$ cat src/rtl/pmarc_pkg.sv
// Shared types, constants and helper functions of the power meter record checker.
// Used by the front parser, the record queue, the back end and the top level.
package pmarc_pkg;

    // Parser phase, one-hot.
    typedef enum logic [2:0] {
        PH_LEN  = 3'b001,
        PH_TYPE = 3'b010,
        PH_BODY = 3'b100
    } t_phase;

    // Back end sequencer steps, one-hot.
    typedef enum logic [6:0] {
        ST_IDLE   = 7'b0000001,
        ST_SCALE  = 7'b0000010,
        ST_MUL_VI = 7'b0000100,
        ST_MUL_PF = 7'b0001000,
        ST_DIV    = 7'b0010000,
        ST_DIFF   = 7'b0100000,
        ST_DONE   = 7'b1000000
    } t_back_state;

    // One complete manufacturer record body, byte k at index k.
    typedef logic [7:0][7:0] t_rec;

    localparam logic [7:0]  MFR_TYPE        = 8'hFF;
    localparam logic [7:0]  MFR_LEN         = 8'd8;
    // floor(x / 10) = (x * 52429) >> 19 for every 12-bit x.
    localparam logic [15:0] VOLT_RECIP      = 16'd52429;
    // floor(x / 100) = (x * 1374389535) >> 37 for every 32-bit x.
    localparam logic [30:0] DIV100_RECIP    = 31'd1374389535;
    localparam logic [31:0] ZERO_WATT_LIMIT = 32'd5;

    // Scale factor selected by a two-bit decimal exponent.
    function automatic logic [9:0] pow10(input logic [1:0] code);
        logic [9:0] f;
        case (code)
            2'd0:    f = 10'd1;
            2'd1:    f = 10'd10;
            2'd2:    f = 10'd100;
            default: f = 10'd1000;
        endcase
        return f;
    endfunction

    // Four nibbles weighted 1000, 100, 10 and 1.
    function automatic logic [14:0] nibble_value(input logic [7:0] hi, input logic [7:0] lo);
        logic [14:0] v;
        v = 15'(hi[7:4]) * 15'd1000 + 15'(hi[3:0]) * 15'd100
          + 15'(lo[7:4]) * 15'd10 + 15'(lo[3:0]);
        return v;
    endfunction

endpackage

$ cat src/rtl/pmarc_back.sv
// Back end: decodes one queued record and checks the reported wattage.
// A one-hot sequencer runs one multiply or compare per step. Uses pmarc_pkg.
module pmarc_back (
    input  logic            i_clk,
    input  logic            i_rst_n,
    input  logic            i_empty,
    output logic            o_pop,
    input  pmarc_pkg::t_rec i_rec,
    output logic            o_out_valid,
    input  logic            i_out_stall,
    output logic            o_accepted,
    output logic [7:0]      o_status_bits,
    output logic [7:0]      o_pf_pct,
    output logic [8:0]      o_voltage,
    output logic [23:0]     o_current,
    output logic [23:0]     o_wattage,
    output logic [31:0]     o_watt_calc
);
    import pmarc_pkg::*;

    t_back_state r_state;
    logic        r_out_valid;

    logic [7:0]  r_status, r_pf;
    logic [1:0]  r_cur_code, r_watt_code;
    logic [8:0]  r_volt;
    logic [23:0] r_cur, r_watt;
    logic [31:0] r_prod, r_check, r_diff;

    logic [27:0] w_volt_prod;
    logic [24:0] w_cur_scaled, w_watt_scaled;
    logic [32:0] w_vi;
    logic [39:0] w_vpf;
    logic [62:0] w_div;
    logic [31:0] w_watt32;
    logic [36:0] w_diff20;
    logic        w_ok;
    logic        w_load;

    assign o_pop = (r_state == ST_IDLE) && !i_empty;

    // Datapath for each step.
    assign w_volt_prod   = 28'({i_rec[2][3:0], i_rec[3]}) * 28'(VOLT_RECIP);
    assign w_cur_scaled  = 25'(r_cur[14:0]) * 25'(pow10(r_cur_code));
    assign w_watt_scaled = 25'(r_watt[14:0]) * 25'(pow10(r_watt_code));
    assign w_vi          = 33'(r_volt) * 33'(r_cur);
    assign w_vpf         = 40'(r_prod) * 40'(r_pf);
    assign w_div         = 63'(r_prod) * 63'(DIV100_RECIP);
    assign w_watt32      = 32'(r_watt);
    // diff * 20 as (diff << 4) + (diff << 2).
    assign w_diff20      = {1'b0, r_diff, 4'b0} + {3'b0, r_diff, 2'b0};
    assign w_ok          = (r_watt != 24'd0) ? (w_diff20 < 37'(r_watt))
                                             : (r_check < ZERO_WATT_LIMIT);
    assign w_load        = (r_state == ST_DONE) && (!r_out_valid || !i_out_stall);

    // Sequencer and output valid.
    always_ff @(posedge i_clk) begin
        if (!i_rst_n) begin
            r_state     <= ST_IDLE;
            r_out_valid <= 1'b0;
        end else begin
            case (r_state)
                ST_IDLE:   if (!i_empty) r_state <= ST_SCALE;
                ST_SCALE:  r_state <= ST_MUL_VI;
                ST_MUL_VI: r_state <= ST_MUL_PF;
                ST_MUL_PF: r_state <= ST_DIV;
                ST_DIV:    r_state <= ST_DIFF;
                ST_DIFF:   r_state <= ST_DONE;
                ST_DONE:   if (w_load) r_state <= ST_IDLE;
                default:   r_state <= ST_IDLE;
            endcase
            if (w_load) begin
                r_out_valid <= 1'b1;
            end else if (!i_out_stall) begin
                r_out_valid <= 1'b0;
            end
        end
    end

    // Working registers.
    always_ff @(posedge i_clk) begin
        case (r_state)
            ST_IDLE: begin
                if (!i_empty) begin
                    r_status    <= i_rec[0];
                    r_pf        <= i_rec[1];
                    r_cur_code  <= i_rec[2][7:6];
                    r_watt_code <= i_rec[2][5:4];
                    r_volt      <= w_volt_prod[27:19];
                    r_cur       <= 24'(nibble_value(i_rec[4], i_rec[5]));
                    r_watt      <= 24'(nibble_value(i_rec[6], i_rec[7]));
                end
            end
            ST_SCALE: begin
                r_cur  <= w_cur_scaled[23:0];
                r_watt <= w_watt_scaled[23:0];
            end
            ST_MUL_VI: r_prod <= w_vi[31:0];
            ST_MUL_PF: r_prod <= w_vpf[31:0];
            ST_DIV:    r_check <= {6'b0, w_div[62:37]};
            ST_DIFF: begin
                r_diff <= (w_watt32 > r_check) ? (w_watt32 - r_check) : (r_check - w_watt32);
            end
            default: ;
        endcase
    end

    // Output register.
    always_ff @(posedge i_clk) begin
        if (w_load) begin
            o_accepted    <= w_ok;
            o_status_bits <= r_status;
            o_pf_pct      <= r_pf;
            o_voltage     <= r_volt;
            o_current     <= r_cur;
            o_wattage     <= r_watt;
            o_watt_calc   <= r_check;
        end
    end

    assign o_out_valid = r_out_valid;

endmodule

$ cat config.mk
export PLATFORM = sky130hd
export DESIGN_NAME = pmarc_back
export DESIGN_NICKNAME = d
export VERILOG_FILES = /design/src/rtl/pmarc_pkg.sv /design/src/rtl/pmarc_back.sv
export SDC_FILE = /design/constraint.sdc
export NUM_CORES = 2
export LEC_CHECK = 0
export BUFFER_PORTS_ARGS = -buffer_cell sky130_fd_sc_hd__buf_2
export CORE_MARGIN = 4
export CORE_UTILIZATION = 60
export DETAILED_ROUTE_END_ITERATION = 10
export PLACE_DENSITY = 0.88
export SLEW_MARGIN = 20
export SYNTH_ARGS = -nofsm -noshare
export SYNTH_HDL_FRONTEND = slang
export SYNTH_SLANG_ARGS = --single-unit
$ cat constraint.sdc
create_clock -name i_clk -period 6.82 [get_ports i_clk]
set_input_delay 0.341 -clock i_clk [delete_from_list [all_inputs] [get_ports i_clk]]
set_output_delay 0.341 -clock i_clk [all_outputs]
set_load 0.1 [all_outputs]
==> flow_summary_export.csv <==
group,metric,value,unit
floorplanning,die_h,315,um
floorplanning,start_util,60.6,%
synth,yosys.area_share.simple,10.5,%
synth,yosysTopAreaCellShare,33.6,%
worst_setup_path,crit_fanout,7,
synth,synth_fa_ha_area_share,53.4,%
place,dpl.cell_count,7346,
outcome,outcome,"finished, violations left",
routing,drt_iter0_markers,3474,
synth,synth_top_family_by_area,"adder cells",
global_routing,grt_max_degree,70,
worst_hold_path,hold_path_end,"r_state[1]",
clock_network,clock_latency,0.58,ns
worst_setup_path,rr_endpoint,"r_check[25]",
sta,tightest_slew,1.23,ns
layout,drive_above_1_share,11.0,%
outcome,violations,"setup timing",
sta,fin_skew,0.0189,ns
synth,synth_compound_area_share,8.21,%
clock_network,cts_tree,"built",
layout,fin_cells,7463,
clock_network,clk_transition_reported_paths,0.06,ns
synth,yosysTopAreaCell,"fa_1",
sta,report.final.slew_viol_count,0,
floorplanning,rows,112,
synth,ys_types,87,
worst_setup_path,rrSetupSlack,-0.26,ns
clock_network,cts_max_path_buffers,3,
synth,synth_area_leaders,"fa_1, ha_1, edfxtp_1, inv_1, nand2_1",
worst_setup_path,cp_slowest_cell,"fa_2",
synth,synth-edff-count,262,
clock_network,cts_sinks,270,
synth,ys_warn_count,0,
sta,fmaxAchievable,141,MHz
worst_setup_path,arrival,7.46,ns
sta,finalSetupViolCount,17,
routing,drt_drc_violations_left,0,
global_routing,antenna_found_initial,5,
global_routing,grt_pass1_vias,46711,
flow_run,max-cap-violations,0,
routing,via_per_inst,5.77,
synth,synth_xor_area_share,3.17,%
routing,vias,43027,
sta,hold_viol_final,0,
synth,synth_seq_cells,270,
routing,wl_per_cell,20.9,um
floorplanning,coreArea,93500,sq um
sta,setup_slack,-0.257,ns
worst_hold_path,min-delay-start,"i_rst_n",
layout,areaGrowthSynthToFinish,11.0,%
synth,synth_commonest_cells,"inv_1, fa_1, ha_1, nand2_1, edfxtp_1",
floorplanning,dieWidth,315,um
synth,syn_inst,5786,
clock_network,cts_root_buffer,"clkbuf_16",
routing,drtPass1Iterations,8,
worst_setup_path,worstPathRequired,7.20,ns
synth,ys_seq_area_share,14.2,%
sta,period_minus_slack,7.08,ns
place,place_hpwl,129000,um
sta,rsz0062_at_grt,"true",
worst_setup_path,cp-start-kind,"register",
floorplanning,die_area,99400,sq um
floorplanning,io_pins,176,
sta,relSlewSlack,17.8,%
routing,ant_nets,0,
routing,wl,156000,um
worst_hold_path,hold_depth,2,
layout,fillers,6651,
synth,syn_avg_cell_area,9.80,sq um
synth,synth_area,56700,sq um
layout,nNetsFinal,8099,
clock_network,numCtsBuffers,34,
worst_hold_path,worst_hold_path_type,"in -> reg",
worst_setup_path,slowest_delay,0.58,ns
clock_network,htree_num_levels,2,
sta,tns,-2.04,ns
worst_setup_path,ff2ff_path_depth,25,
synth,synth_most_common_cell,"inv_1",
synth,ys.flop_type,"edfxtp_1",
worst_setup_path,regToRegStartpoint,"r_prod[11]",
global_routing,track_usage,31.8,%
synth,async_reset_ff_share,0,%
place,io_buffers,169,
global_routing,gr-total-overflow,0,
synth,synthMuxAreaShare,0.481,%
worst_setup_path,critPathKind,"reg -> reg",
sta,min_period_over_period,104,%
global_routing,grt_pass1_wl,248000,um
place,place_congestion,1.02,
worst_setup_path,cp-end-kind,"register",
==> what timing repair did <==
| action | 4_1_cts | 5_1_grt |
|---|---|---|
| gates resized for setup | 46 | 68 |
| endpoints found under the hold margin | 20 | 0 |
| pin swaps | 39 | 30 |
| cloned | 0 | 0 |
| buffers inserted | 13 | 22 |
| endpoints found under the setup margin | 20 | 25 |
| hold buffers | 20 | 0 |
==> cell type report <==
| class | instances | area, sq um | share of cell area, % |
|---|---|---|---|
| multi-input cells | 4023 | 43600 | 69.3 |
| flip-flops and latches | 270 | 8030 | 12.8 |
| inverters | 1345 | 5050 | 8.03 |
| repair buffers | 508 | 3570 | 5.68 |
| well taps | 1254 | 1570 | 2.49 |
| clock buffers | 46 | 937 | 1.49 |
| clock inverters | 15 | 179 | 0.284 |
| diodes | 2 | 5.00 | 0.00796 |
==> metrics by stage <==
stage          cell area [sq um]  setup slack, ns  utilization, %  hold slack [ns]
6_report                   62900           -0.257            67.3           0.0297
4_1_cts                    62400           -0.190            66.8           0.0101
3_5_place_dp               60800           -0.387            65.1            0.405
3_3_place_gp               60800           -0.241            65.0            0.402
5_1_grt                    62900           -0.444            67.3           0.0323
2_1_floorplan              56800          0.00605               -            0.400
==> layout by cell type, fill, tap and decap left out, types with 14 or more instances in the layout <==
cell type,n
and2_1,232
xnor2_1,141
dlygate4sd3_1,20
nand3_1,54
nand4_1,32
fa_1,930
or2_2,14
o21ai_0,97
nor3_1,42
ha_4,16
xor2_1,64
ha_1,880
nor2_1,165
a31oi_1,22
a21oi_1,201
o21ai_1,19
edfxtp_1,262
o21a_1,35
or3_1,22
nand2_1,480
fa_2,22
buf_4,303
a211oi_1,14
inv_2,15
buf_2,169
nor2b_1,43
a21o_1,126
mux2i_1,25
nand2b_1,49
o211ai_1,17
o21bai_1,30
clkbuf_16,35
and3_1,42
inv_1,1330
==> cells by family after synthesis <==
logic type / count (synthesis)
adders and majority gates: 1849
buffers and inverters: 1498
DFF: 270
xor gates and xnor gates: 205
other: 1
muxes: 27
AOI/OAI and AO/OA: 710
and+or+nand+nor: 1226
==> how the worst max path moves through the flow <==
stage                           from           to  slack [ns]  cells after the start
after detailed placement  r_prod[11]  r_check[25]       -0.39                     24
final                     r_prod[11]  r_check[25]       -0.26                     25
after CTS                 r_prod[12]  r_check[25]       -0.19                     24
after global routing      r_prod[11]  r_check[25]       -0.44                     25
after floorplan           r_prod[16]  r_check[24]       0.006                     23
after global placement    r_prod[11]  r_check[24]       -0.24                     24
==> state kept, by name (all words and copies together), names as in the netlist, 9 cells and up <==
signal	flops
r_volt	9
o_wattage	24
o_watt_calc	26
o_current	24
r_diff	27
r_prod	32
r_cur	24
r_check	26
r_watt	24
o_voltage	9
==> critical path, delay by kind of cell, from the launching register on <==
kind,cells,cell delay (ns)
buffers and inverters,6,0.56
adders and majority gates,9,3.84
DFF,1,0.41
and+or+nand+nor,2,0.23
AOI/OAI and AO/OA,8,1.84
==> layer usage <==
metal / part of all wire, % / wire, um / vias up / GRT usage, %
met5: 0 / 0 / - / 0
met4: 5.7 / 8940 / 0 / 14.5
met3: 9.3 / 14400 / 536 / 6.35
met2: 47 / 73800 / 2103 / 52.7
met1: 38 / 58700 / 21230 / 40.6
li1: - / - / 19158 / -
Power is left out: the tool's default activity adds up to more than one toggle a clock period on the data nets, which glitch-free logic cannot reach.
